`src/hdl/lfg_pkg.sv`:
```
// Shared types and constants for the light effect generator.
package lfg_pkg;

    localparam int CNT_W = 16;
    localparam int BYTE_W = 8;
    localparam int NIB_W = 4;

    typedef logic [BYTE_W-1:0] t_byte;
    typedef logic [NIB_W-1:0]  t_nib;
    typedef logic [CNT_W-1:0]  t_cnt;

    // effect modes (low nibble of the setting byte)
    localparam t_nib MODE_HEADLIGHT = 4'd1;
    localparam t_nib MODE_ROOM1     = 4'd4;
    localparam t_nib MODE_ROOM2     = 4'd5;
    localparam t_nib MODE_ROOM3     = 4'd6;

    // flicker stage boundaries and dark-wait end
    localparam t_cnt FLK_STRIKE = 16'd40;
    localparam t_cnt FLK_DIM    = 16'd130;
    localparam t_cnt FLK_BRIGHT = 16'd180;
    localparam t_cnt FLK_MID    = 16'd210;
    localparam t_cnt FLK_END    = 16'd380;
    localparam t_cnt DARK_END   = 16'd400;

    localparam t_nib LOW_FILL = 4'hF;

    // one result beat
    typedef struct packed {
        t_byte brightness;
        logic  override_active;
        t_byte aux_value;
        logic  aux_written;
        logic  clear_count;
    } t_result;

endpackage

```
`src/hdl/lfg_ifs.sv`:
```
// Handshake channel interfaces: input beats, result beats, setting writes.
interface lfg_in_if import lfg_pkg::*; ();
    logic valid;
    logic ready;
    logic function_on;
    t_cnt effect_count;

    modport source (output valid, output function_on, output effect_count, input ready);
    modport sink   (input valid, input function_on, input effect_count, output ready);
endinterface

interface lfg_out_if import lfg_pkg::*; ();
    logic  valid;
    logic  ready;
    t_byte brightness;
    logic  override_active;
    t_byte aux_value;
    logic  aux_written;
    logic  clear_count;

    modport source (output valid, output brightness, output override_active,
                    output aux_value, output aux_written, output clear_count,
                    input ready);
    modport sink   (input valid, input brightness, input override_active,
                    input aux_value, input aux_written, input clear_count,
                    output ready);
endinterface

interface lfg_cfg_if import lfg_pkg::*; ();
    logic  valid;
    logic  ready;
    t_byte effect_setting;

    modport source (output valid, output effect_setting, input ready);
    modport sink   (input valid, input effect_setting, output ready);
endinterface

```
`src/hdl/light_effect_generator.sv`:
```
// Lamp effect generator: top level with input and result registers.
//
// Usage:
//   i_cfg  - setting byte writes: mode in bits 3..0, full level in 7..4.
//            Always ready; write only while no beat is in flight.
//   i_in   - one beat per timer tick: function_on and the external
//            effect_count.
//   o_out  - one result beat per input beat, in order: brightness,
//            override flag, aux value with its written flag, and a
//            request to clear the external counter.
// Timing:
//   Two-stage pipe: input register, then result register; a beat
//   shows on o_out once it moves into the result register. One beat
//   per cycle while o_out.ready is high; the only loop is the 8-bit
//   flicker ramp, updated as a running mode-4 beat leaves the input register.
// Stall:
//   Low o_out.ready holds the result beat; the input register still
//   fills, and i_in.ready drops only once both stages are full.
// Reset:
//   Synchronous, active low. Clears both stage valids, the setting
//   byte and the flicker ramp.
module light_effect_generator
    import lfg_pkg::*;
(
    input  logic      i_clk,
    input  logic      i_rst_n,
    lfg_cfg_if.sink   i_cfg,
    lfg_in_if.sink    i_in,
    lfg_out_if.source o_out
);

    t_byte   r_setting;
    t_byte   r_step, n_step;
    logic    r_s1_valid;
    logic    r_on;
    t_cnt    r_cnt;
    logic    r_out_valid;
    t_result r_out, n_out;

    logic    s2_free, s1_move, in_take;
    t_nib    mode, lvl;
    t_byte   full, fade, step_inc, flk;

    assign i_cfg.ready = 1'b1;

    // result stage can take a beat when empty or draining
    assign s2_free   = !r_out_valid || o_out.ready;
    assign s1_move   = r_s1_valid && s2_free;
    assign i_in.ready = !r_s1_valid || s1_move;
    assign in_take   = i_in.valid && i_in.ready;

    assign mode     = r_setting[NIB_W-1:0];
    assign lvl      = r_setting[BYTE_W-1:NIB_W];
    assign full     = {lvl, LOW_FILL};
    assign fade     = r_cnt[BYTE_W+1:2];
    assign step_inc = r_step + 8'd1;

    // flicker level, and ramp update, for a running mode-4 effect
    always_comb begin
        n_step = r_step;
        if (r_cnt < FLK_STRIKE) begin
            n_step = '0;
            flk    = {2'b00, lvl, 2'b11};
        end else if (r_cnt < FLK_DIM) begin
            flk = {4'b0000, lvl};
        end else if (r_cnt < FLK_BRIGHT) begin
            flk = {1'b0, lvl, 3'b111};
        end else if (r_cnt < FLK_MID) begin
            flk = {2'b00, lvl, 2'b11};
        end else if (r_cnt[3]) begin
            n_step = step_inc;
            flk    = {step_inc[BYTE_W-2:0], 1'b0};
        end else begin
            flk = {4'b0000, lvl};
        end
    end

    always_comb begin
        // idle: full level, no override or aux write; counter clear requested
        n_out = '{brightness: full, override_active: 1'b0, aux_value: '0,
                  aux_written: 1'b0, clear_count: 1'b1};
        if ((mode inside {MODE_HEADLIGHT, MODE_ROOM1, MODE_ROOM2, MODE_ROOM3}) && !r_on) begin
            n_out = '{brightness: '0, override_active: 1'b0, aux_value: '0,
                      aux_written: 1'b1, clear_count: 1'b1};
        end else if (mode inside {MODE_HEADLIGHT, MODE_ROOM3}) begin
            if (r_cnt == '0) begin
                n_out = '{brightness: full, override_active: 1'b0, aux_value: full,
                          aux_written: 1'b1, clear_count: 1'b1};
            end else if (fade[BYTE_W-1:NIB_W] >= lvl) begin
                // fade reached the level
                n_out = '{brightness: full, override_active: 1'b1,
                          aux_value: {fade[BYTE_W-1:NIB_W], LOW_FILL},
                          aux_written: 1'b1, clear_count: 1'b1};
            end else begin
                n_out = '{brightness: fade, override_active: 1'b1, aux_value: fade,
                          aux_written: 1'b1, clear_count: 1'b0};
            end
        end else if (mode == MODE_ROOM1 && r_cnt != '0) begin
            if (r_cnt >= FLK_END) begin
                n_out = '{brightness: full, override_active: 1'b0, aux_value: '0,
                          aux_written: 1'b1, clear_count: 1'b1};
            end else begin
                n_out = '{brightness: flk, override_active: 1'b1, aux_value: '0,
                          aux_written: 1'b1, clear_count: 1'b0};
            end
        end else if (mode == MODE_ROOM2 && r_cnt != '0) begin
            if (r_cnt >= DARK_END) begin
                n_out = '{brightness: full, override_active: 1'b0, aux_value: '0,
                          aux_written: 1'b1, clear_count: 1'b1};
            end else begin
                n_out = '{brightness: '0, override_active: 1'b0, aux_value: '0,
                          aux_written: 1'b1, clear_count: 1'b0};
            end
        end
    end

    // control state
    always_ff @(posedge i_clk) begin
        if (!i_rst_n) begin
            r_setting   <= '0;
            r_step      <= '0;
            r_s1_valid  <= 1'b0;
            r_out_valid <= 1'b0;
        end else begin
            if (i_cfg.valid) begin
                r_setting <= i_cfg.effect_setting;
            end
            if (s1_move && mode == MODE_ROOM1 && r_on && r_cnt != '0 && r_cnt < FLK_END) begin
                r_step <= n_step;
            end
            if (in_take) begin
                r_s1_valid <= 1'b1;
            end else if (s1_move) begin
                r_s1_valid <= 1'b0;
            end
            if (s1_move) begin
                r_out_valid <= 1'b1;
            end else if (o_out.ready) begin
                r_out_valid <= 1'b0;
            end
        end
    end

    // payload
    always_ff @(posedge i_clk) begin
        if (in_take) begin
            r_on  <= i_in.function_on;
            r_cnt <= i_in.effect_count;
        end
        if (s1_move) begin
            r_out <= n_out;
        end
    end

    assign o_out.valid           = r_out_valid;
    assign o_out.brightness      = r_out.brightness;
    assign o_out.override_active = r_out.override_active;
    assign o_out.aux_value       = r_out.aux_value;
    assign o_out.aux_written     = r_out.aux_written;
    assign o_out.clear_count     = r_out.clear_count;

endmodule

```
`src/flat_wrapper.sv`:
```
// flat-port wrapper written by rule: the top's interface ports become plain ports
module light_effect_generator_flat import lfg_pkg::*;
  (i_clk, i_rst_n, i_cfg_valid, i_cfg_effect_setting, i_cfg_ready, i_in_valid, i_in_function_on, i_in_effect_count, i_in_ready, o_out_valid, o_out_brightness, o_out_override_active, o_out_aux_value, o_out_aux_written, o_out_clear_count, o_out_ready);
  lfg_cfg_if i_cfg_i ();
  lfg_in_if i_in_i ();
  lfg_out_if o_out_i ();
  input  logic i_clk;
  input  logic i_rst_n;
  input wire logic [$bits(i_cfg_i.valid)-1:0] i_cfg_valid;
  input wire logic [$bits(i_cfg_i.effect_setting)-1:0] i_cfg_effect_setting;
  output wire logic [$bits(i_cfg_i.ready)-1:0] i_cfg_ready;
  input wire logic [$bits(i_in_i.valid)-1:0] i_in_valid;
  input wire logic [$bits(i_in_i.function_on)-1:0] i_in_function_on;
  input wire logic [$bits(i_in_i.effect_count)-1:0] i_in_effect_count;
  output wire logic [$bits(i_in_i.ready)-1:0] i_in_ready;
  output wire logic [$bits(o_out_i.valid)-1:0] o_out_valid;
  output wire logic [$bits(o_out_i.brightness)-1:0] o_out_brightness;
  output wire logic [$bits(o_out_i.override_active)-1:0] o_out_override_active;
  output wire logic [$bits(o_out_i.aux_value)-1:0] o_out_aux_value;
  output wire logic [$bits(o_out_i.aux_written)-1:0] o_out_aux_written;
  output wire logic [$bits(o_out_i.clear_count)-1:0] o_out_clear_count;
  input wire logic [$bits(o_out_i.ready)-1:0] o_out_ready;
  assign i_cfg_i.valid = i_cfg_valid;
  assign i_cfg_i.effect_setting = i_cfg_effect_setting;
  assign i_cfg_ready = i_cfg_i.ready;
  assign i_in_i.valid = i_in_valid;
  assign i_in_i.function_on = i_in_function_on;
  assign i_in_i.effect_count = i_in_effect_count;
  assign i_in_ready = i_in_i.ready;
  assign o_out_valid = o_out_i.valid;
  assign o_out_brightness = o_out_i.brightness;
  assign o_out_override_active = o_out_i.override_active;
  assign o_out_aux_value = o_out_i.aux_value;
  assign o_out_aux_written = o_out_i.aux_written;
  assign o_out_clear_count = o_out_i.clear_count;
  assign o_out_i.ready = o_out_ready;
  light_effect_generator u_core (.i_clk(i_clk), .i_rst_n(i_rst_n), .i_cfg(i_cfg_i), .i_in(i_in_i), .o_out(o_out_i));
endmodule
```
`config.mk`:
```
export PLATFORM = sky130hd
export DESIGN_NAME = light_effect_generator_flat
export DESIGN_NICKNAME = d
export VERILOG_FILES = /design/src/hdl/lfg_pkg.sv /design/src/hdl/lfg_ifs.sv /design/src/hdl/light_effect_generator.sv /design/src/flat_wrapper.sv
export SDC_FILE = /design/constraint.sdc
export NUM_CORES = 1
export LEC_CHECK = 0
export ABC_AREA = 0
export BUFFER_PORTS_ARGS = -buffer_cell sky130_fd_sc_hd__buf_2
export CAP_MARGIN = 20
export CORE_ASPECT_RATIO = 1.1
export CORE_MARGIN = 8
export CORE_UTILIZATION = 54
export CTS_CLUSTER_DIAMETER = 40
export DETAILED_ROUTE_END_ITERATION = 10
export GPL_TIMING_DRIVEN = 1
export PLACE_DENSITY = 0.75
export SYNTH_ARGS = -nofsm -noshare
export SYNTH_HDL_FRONTEND = slang
export SYNTH_SLANG_ARGS = --single-unit
```
`constraint.sdc`:
```
create_clock -name i_clk -period 3.8 [get_ports i_clk]
set_input_delay 0.76 -clock i_clk [delete_from_list [all_inputs] [get_ports i_clk]]
set_output_delay 0.76 -clock i_clk [all_outputs]
set_load 0.005 [all_outputs]
```
# Yosys cells after proc, flatten, opt, wreduce, memory -nomap -nowiden
# Index checks and enable logic that the tools add are counted.
# totals
regBits	54
# op_classes
order_cmp	8
add_sub_neg	1
n_reduce_logical	22
muxes	21
eq_ne	7
# ops
cell	n
$mux W19	7
$mux W8	10
$lt A16 B8 Y1 const B	3
$ge A16 B9 Y1 const B	2
$logic_not A16 Y1	1
$lt A16 B6 Y1 const B	1
$lt A16 B9 Y1 const B	1
$reduce_bool A16 Y1	1
$eq A4 B3 Y1 const B	3
$logic_and A1 B1 Y1	9
$add A8 B1 Y8 const B	1
$reduce_bool A2 Y1	4
$ne A2 B1 Y1 const B	3
$reduce_and A5 Y1	1
$eq A4 B1 Y1 const B	1
$ge A4 B4 Y1	1
$mux W1	4
$reduce_bool A4 Y1	1
$logic_not A1 Y1	3
$logic_or A1 B1 Y1	2

# Depth between registers and ports, before layout
# Gate-level depths: netlist of run 1.
# logic_depth
depth_word	9
ltp_mapped	10
depth_no_buf	8

# Worst setup path after synthesis of run 1
# No wires, ideal clock.
# synth_timing
path_type	input port to flip-flop
start	in o_out_ready
end	reg u_core.r_step[1]
required_ps	3730
setup_ps	70
stages	6
n_path_buf	0
arrival_ps	2597
slack_ps	1133
cell_sequence	nor2b_1 nor2b_1 nand2_1 a211o_1 or3b_1 a21boi_1
# synth_between
elab_chain_cells	7
# synth_lines
item	line_no	rtl
from (decl)	flat_wrapper.sv:22	input wire logic [$bits(o_out_i.ready)-1:0] o_out_ready;
$logic_or A1 B1 Y1	light_effect_generator.sv:47	assign s2_free = !r_out_valid || o_out.ready;
$logic_and A1 B1 Y1	light_effect_generator.sv:48	assign s1_move = r_s1_valid && s2_free;
via u_core.s1_move	light_effect_generator.sv:40	logic s2_free, s1_move, in_take;
$logic_and A1 B1 Y1 (4 in a row)	light_effect_generator.sv:128	if (s1_move && mode == MODE_ROOM1 && r_on && r_cnt != '0 && r_cnt < FLK_END) begin
$reduce_and A5 Y1 (no source line)	n/a	
to (signal assigned)	light_effect_generator.sv:129	r_step <= n_step;
to (decl)	light_effect_generator.sv:33	t_byte r_step, n_step;
# The timed path passes the listed nets, and every way through them passes these cells.
# A chain may end at the register's enable or synchronous reset.

# Final worst setup path of run 1
# layout_timing
start	reg u_core.r_cnt[3]
end	reg u_core.r_out (netlist bit u_core.o_out.brightness[7]) (data pin)
# layout_between
elab_chain_cells	8
word_cells_on_any_way	21
cone_classes	6 x order compare; 11 x mux; 4 x reduce/logical
# layout_lines
item	line_no	rtl
from (decl)	light_effect_generator.sv:36	t_cnt r_cnt;
from (signal assigned)	light_effect_generator.sv:148	r_cnt <= i_in.effect_count;
$lt A16 B8 Y1 / $mux W8 (equally long branches)	light_effect_generator.sv:68, light_effect_generator.sv:70	
$mux W8	light_effect_generator.sv:68	end else if (r_cnt < FLK_MID) begin
$mux W8	light_effect_generator.sv:66	end else if (r_cnt < FLK_BRIGHT) begin
$mux W8	light_effect_generator.sv:64	end else if (r_cnt < FLK_DIM) begin
$mux W8	light_effect_generator.sv:61	if (r_cnt < FLK_STRIKE) begin
$mux W19	light_effect_generator.sv:99	if (r_cnt >= FLK_END) begin
$mux W19	light_effect_generator.sv:98	end else if (mode == MODE_ROOM1 && r_cnt != '0) begin
$mux W19 (*)	light_effect_generator.sv:85	end else if (mode inside {MODE_HEADLIGHT, MODE_ROOM3}) begin
to (signal assigned)	light_effect_generator.sv:151	r_out <= n_out;
to (decl)	light_effect_generator.sv:38	t_result r_out, n_out;
# Every way passes the cells marked *; elsewhere a longest branch is shown, timed or not.

==> results.cfg, run 1 <==
[status]
outcome = complete, no violations

[logic_synthesis]
synth_area_mm2 = 0.00274
synth-seq-area-share_pct = 51.8
synth.most_common_cell = edfxtp_1
netlist.area_leader.share_pct = 39.4
avgSynthCellArea_um2 = 10.5
synth.largest_area_cell = edfxtp_1
synthTopCellsByArea = edfxtp_1 39%, dfxtp_1 12%, mux2i_1 4.0%
ys_types = 53
synth_ff_type = edfxtp_1
syn_nets = 295
ys_ff_latch = 53
ys_top_cells_by_count = 36 x edfxtp_1, 26 x nor2_1, 19 x nand2_1
yosysWarnings = 0
async_flop_share_pct = 0
synth_edf_count = 36
synth_cells = 260

[global_route]
antenna_found_initial = 0
grt_pass1_wl_mm = 10.0
grt_overflow_total = 0
grt_usage_pct = 16.0
grt_pass1_vias = 2077
grt_max_degree = 21

[clocking]
cts.repair.resized = 0
path_clk_slew_ns = 0.09
cts_tree = done
postCtsSetupRepairBufs = 0
cts_sinks = 53
cts.hold.buffers_added = 0
cts-root-buf = clkbuf_8
clock_latency_ns = 0.30
cts_max_level = 2
cts_buffer_depth = 2
numCtsBuffers = 5

[power_and_ir_drop]
power.density_mw_per_mm2 = 378
p_sw_mw = 0.262
switching_share_pct = 22.3
p_total_mw = 1.18
seq_power_share_pct = 57.4
power_frac_comb_pct = 9.7
intPower_mw = 0.915
vdd_drop_max_mv = 0.257
power_leakage_nw = 1.14
power_frac_clock_pct = 32.8

[timing]
fin_hold_ws_ns = 0.471
worst_slew_pin_slew_ns = 0.683
fmax_mhz = 349
tns_ns = 0
grt_setup_unrepaired = no
skew_ns = 0.00675
finalCritPeriodShare_pct = 75.4
post-route-min-period_ns = 2.87
fin_ws_ns = 0.935
report.final.setup_viol = 0
hold_viol_final = 0
slew_headroom_pct = 54.4
drv_slew = 0

[setup_path]
reg2reg_from = u_core.r_cnt[3]
reg2reg_slack_ns = 0.93
max_stage_delay_ns = 0.62
crit_arrival_ns = 2.93
crit_required_ns = 3.86
r2r_end = u_core.o_out.brightness[7]
path_buf_inv = 0
critical_path.max_fanout = 12
critical-path-top-delay-family = simple AND/OR/NAND/NOR gates
reg2reg_depth = 6
path_class = reg -> reg
crit_chain = or4_4 > nor4_2 > and2_1 > or3_1 > nor2_1 > a221o_1
critPathLaunchType = register
slowest_stage = or4_4
end_kind = register

[cells_and_area]
regArea_mm2 = 0.00142
nets = 338
final_cell_area_mm2 = 0.00312
n_fill_cell = 421
n_antenna_cell = 0
drive_gt1_share_pct = 21.7
multi_input_area_mm2 = 0.00122
area_growth_pct = 13.6

[routing]
drtPass1Iterations = 4
drc = 0
ant_nets = 0
totalWireLength_mm = 6.00
routedWlPerCell_um = 16.6
drt_iter0_markers = 151
viasPerCell = 5.91
via_count = 2140

[job]
max-cap-violations = 0

[die]
die_area_mm2 = 0.00762
io_pins = 52
die_y_um = 90.7
initial_core_util_pct = 55.2
coreArea_mm2 = 0.00497
rows = 27
die_x_um = 83.9

[placed_design]
place.gp.congestion = 0.920
dpl_cell_area_mm2 = 0.00300
place_ws_ns = 0.980
port_buffers = 50
hpwl_mm = 4.53

[worst_hold_path]
hold_start = u_core.r_step[6]
hold_class = reg -> reg
worstHoldEndpoint = u_core.r_step[6]
hold_path_depth = 2
-- how the worst max path moves through the flow --
stage | from | end | slack, ns | cells after the start
2_1_floorplan | o_out_ready | u_core.r_step[1] | 1.13 | 6
3_3_place_gp | u_core.r_cnt[3] | u_core.o_out.brightness[7] | 1.07 | 6
3_5_place_dp | u_core.r_cnt[3] | u_core.o_out.brightness[7] | 0.98 | 6
4_1_cts | u_core.r_cnt[3] | u_core.o_out.brightness[7] | 0.97 | 6
5_1_grt | u_core.r_cnt[3] | u_core.o_out.brightness[7] | 0.80 | 6
6_report | u_core.r_cnt[3] | u_core.o_out.brightness[7] | 0.93 | 6
-- sequential cells by signal, summed over array words and instances (netlist names) --
| signal | cells |
|---|---|
| u_core.o_out.aux_value | 8 |
| u_core.o_out.aux_written | 1 |
| u_core.o_out.brightness | 8 |
| u_core.o_out.clear_count | 1 |
| u_core.o_out.override_active | 1 |
| u_core.o_out.valid | 1 |
| u_core.r_cnt | 16 |
| u_core.r_on | 1 |
| u_core.r_s1_valid | 1 |
| u_core.r_setting | 8 |
| u_core.r_step | 7 |
-- cell families after synthesis --
logic type | share of synthesized area, %
simple gates | 19.1
compound gates | 17.4
flops | 51.8
buf+inv | 3.61
mux | 4.02
fa+ha+maj | 2.28
xor+xnor | 1.60
other cells | 0.137
-- metrics by stage --
step | utilization [%] | std cells
floorplan | - | 260
global placement | 60.4 | 354
detailed placement | 60.4 | 354
CTS | 62.7 | 362
global route | 62.7 | 362
finish | 62.7 | 362
-- area by class of cell --
class | count | share of cell area [%]
multi-input combinational | 185 | 39.2
timing repair buffer | 51 | 8.27
clock inverter | 1 | 0.964
sequential | 53 | 45.6
tap | 58 | 2.33
clock buffer | 7 | 2.77
inverter | 7 | 0.843
-- tightest hold or removal path, stage by stage, from the launching register on --
cell and delay (ns):
dfxtp_1 0.33, nand2_1 0.06, a21boi_1 0.05
-- placed cells by master (no fill, tap or decap), types with 3 or more instances in the layout --
master / synthesis / final
o31ai_1: 4 / 4
ha_1: 5 / 5
xnor2_1: 4 / 4
edfxtp_1: 36 / 36
nand3_1: 4 / 4
nor2b_1: 11 / 11
or3_1: 5 / 5
nor3_1: 5 / 5
buf_2: 1 / 50
nor2_1: 26 / 26
clkbuf_8: 0 / 6
o22ai_1: 4 / 4
nand2_1: 19 / 19
dfxtp_1: 17 / 17
o21a_1: 3 / 3
inv_1: 7 / 7
a2bb2oi_1: 4 / 4
a21oi_1: 13 / 13
o21ai_0: 12 / 12
or4_4: 3 / 3
a211oi_1: 5 / 5
mux2i_1: 11 / 11
and2_1: 4 / 4
a21boi_1: 4 / 4
-- layer usage --
metal	GRT usage (%)	wire length (um)	up-vias
li1	-	-	1059
met4	6.92	138	0
met1	18.8	2620	986
met5	0	0	-
met3	4.96	402	11
met2	26.0	2830	84
-- power by group through the flow --
stage                     Clock, mW  Combinational, mW  Sequential [mW]
after global placement            0              0.111            0.688
after detailed placement          0              0.115            0.689
final                         0.387              0.115            0.676
after CTS                     0.398              0.115            0.675
after floorplan                   0             0.0804            0.676
after global routing          0.423              0.129            0.680
Note: power is estimated with default switching activity, not from simulation.
==> inputs of run 2 (changes only) <==
--- a/config.mk
+++ b/config.mk
@@ -10,11 +10,11 @@
 export CAP_MARGIN = 20
 export CORE_ASPECT_RATIO = 1.1
 export CORE_MARGIN = 8
-export CORE_UTILIZATION = 54
+export CORE_UTILIZATION = 50
 export CTS_CLUSTER_DIAMETER = 40
 export DETAILED_ROUTE_END_ITERATION = 10
 export GPL_TIMING_DRIVEN = 1
-export PLACE_DENSITY = 0.75
+export PLACE_DENSITY = 0.73
 export SYNTH_ARGS = -nofsm -noshare
 export SYNTH_HDL_FRONTEND = slang
 export SYNTH_SLANG_ARGS = --single-unit
==> constraint.sdc (replaced) <==
create_clock -name i_clk -period 2.55 [get_ports i_clk]
set_input_delay 0.51 -clock i_clk [delete_from_list [all_inputs] [get_ports i_clk]]
set_output_delay 0.51 -clock i_clk [all_outputs]
set_load 0.005 [all_outputs]
==> results.cfg, run 2 (synthesis results as in run 1) <==
[clocking]
cts.hold.buffers_added = 0
clock_latency_ns = 0.30
cts_sinks = 53
cts_max_level = 2
postCtsSetupRepairBufs = 0
numCtsBuffers = 5
cts-root-buf = clkbuf_8
cts_tree = done
cts_buffer_depth = 2
path_clk_slew_ns = 0.09

[timing]
worst_slew_pin_slew_ns = 0.680
tns_ns = 0
fmax_mhz = 405
skew_ns = 0.00472
drv_slew = 0
finalCritPeriodShare_pct = 96.9
hold_viol_final = 0
slew_headroom_pct = 54.7
post-route-min-period_ns = 2.47
report.final.setup_viol = 0

[cells_and_area]
drive_gt1_share_pct = 28.2
final_common_cell = buf_2
mostFrequentLayoutCells = 50 x buf_2, 36 x edfxtp_1, 27 x buf_4
area_growth_pct = 21.6
regMostFlops = u_core.r_cnt
n_fill_cell = 481
largest_register_ffs = 16
nets = 364
n_antenna_cell = 0

[worst_hold_path]
hold_start = i_in_effect_count[3]
worstHoldEndpoint = u_core.r_cnt[3]
hold_path_depth = 1
hold_class = in -> reg

[power_and_ir_drop]
power_frac_clock_pct = 31.9
power_frac_comb_pct = 12.1
seq_power_share_pct = 56.1
vdd_drop_max_mv = 0.374
power.density_mw_per_mm2 = 530
intPower_mw = 1.36
switching_share_pct = 23.2
p_total_mw = 1.77
power_leakage_nw = 1.27
p_sw_mw = 0.409

[die]
rows = 28
die_y_um = 93.7
coreArea_mm2 = 0.00533
die_x_um = 86.6
io_pins = 52
initial_core_util_pct = 51.5
die_area_mm2 = 0.00811

[setup_path]
reg2reg_depth = 6
crit_required_ns = 2.58
critPathLaunchType = register
crit_arrival_ns = 2.50
end_kind = register
reg2reg_from = u_core.r_cnt[14]
critical_path.max_fanout = 5
reg2reg_slack_ns = 0.08
r2r_end = u_core.o_out.brightness[3]
path_class = reg -> reg

[routing]
viasPerCell = 5.56
drt_iter0_markers = 227
totalWireLength_mm = 6.50
drc = 0
via_count = 2253
routedWlPerCell_um = 16.0
drtPass1Iterations = 5
ant_nets = 0

[global_route]
grt_overflow_total = 0
grt_max_degree = 21
grt_pass1_wl_mm = 10.5
antenna_found_initial = 0
grt_usage_pct = 16.5
grt_pass1_vias = 2223

[placed_design]
hpwl_mm = 5.08
place.gp.congestion = 0.930
port_buffers = 50

[job]
max-cap-violations = 0

[status]
outcome = complete, no violations
## run 2: cell types whose count changed in the layout (fill, tap and decap cells not counted), sizes merged
cell,change
buf,+26
clkbuf,-1
clkinv,+1
## run 2: power groups by stage
| stage | sequential [mW] | combinational (mW) | clock [mW] |
|---|---|---|---|
| 6_report | 0.990 | 0.213 | 0.563 |
| 5_1_grt | 0.996 | 0.236 | 0.599 |
| 4_1_cts | 0.990 | 0.213 | 0.576 |
| 3_5_place_dp | 1.01 | 0.212 | 0 |
| 3_3_place_gp | 1.01 | 0.210 | 0 |
| 2_1_floorplan | 1.01 | 0.120 | 0 |
## run 2: area by class of cell
class                      count  area, um^2  share of cell area [%]
clock inverter                 2        38.8                    1.16
timing repair buffer          77         453                    13.6
inverter                       7        26.3                   0.788
tap                           75        93.8                    2.81
multi-input combinational    185        1230                    36.8
sequential                    53        1420                    42.6
clock buffer                   6        72.6                    2.18
## run 2: critical path, cell delays in order (launching register included)
cell      delay (ns)
edfxtp_1        0.42
or4_4           0.60
or2_1           0.33
nor3_1          0.31
o31ai_1         0.12
a221oi_1        0.32
o22ai_1         0.11
## run 2: through the flow
step,instances,worst slack (ns),util (%),area (um^2),hold WS [ns]
2_1_floorplan,260,0.119,-,2740,0.443
3_3_place_gp,397,0.154,60.4,3220,0.452
3_5_place_dp,397,0.125,60.4,3220,0.458
4_1_cts,405,0.101,62.5,3330,0.374
5_1_grt,405,-0.0298,62.6,3330,0.366
6_report,405,0.0793,62.6,3330,0.378
## run 2: worst max-delay path by stage
stage                           startpoint                         end  slack, ns  cells after the start
after floorplan            u_core.r_cnt[6]  u_core.o_out.brightness[7]       0.12                      9
final                     u_core.r_cnt[14]  u_core.o_out.brightness[3]       0.08                      6
after global routing      u_core.r_cnt[14]            u_core.r_step[5]      -0.03                      6
after CTS                 u_core.r_cnt[14]  u_core.o_out.brightness[2]       0.10                      7
after global placement    u_core.r_cnt[14]  u_core.o_out.brightness[2]       0.15                      7
after detailed placement  u_core.r_cnt[14]  u_core.o_out.brightness[2]       0.13                      7
## run 2: metal layers
layer / wire length [um] / track usage (%)
met1: 2750 / 19.7
met2: 3080 / 27.8
met3: 459 / 3.50
met4: 206 / 7.04
met5: 0 / 0
## run 2: timing repair
item	in CTS	in global routing
hold endpoints to repair	0	0
endpoints found under the setup margin	0	9
gates resized for setup	0	2
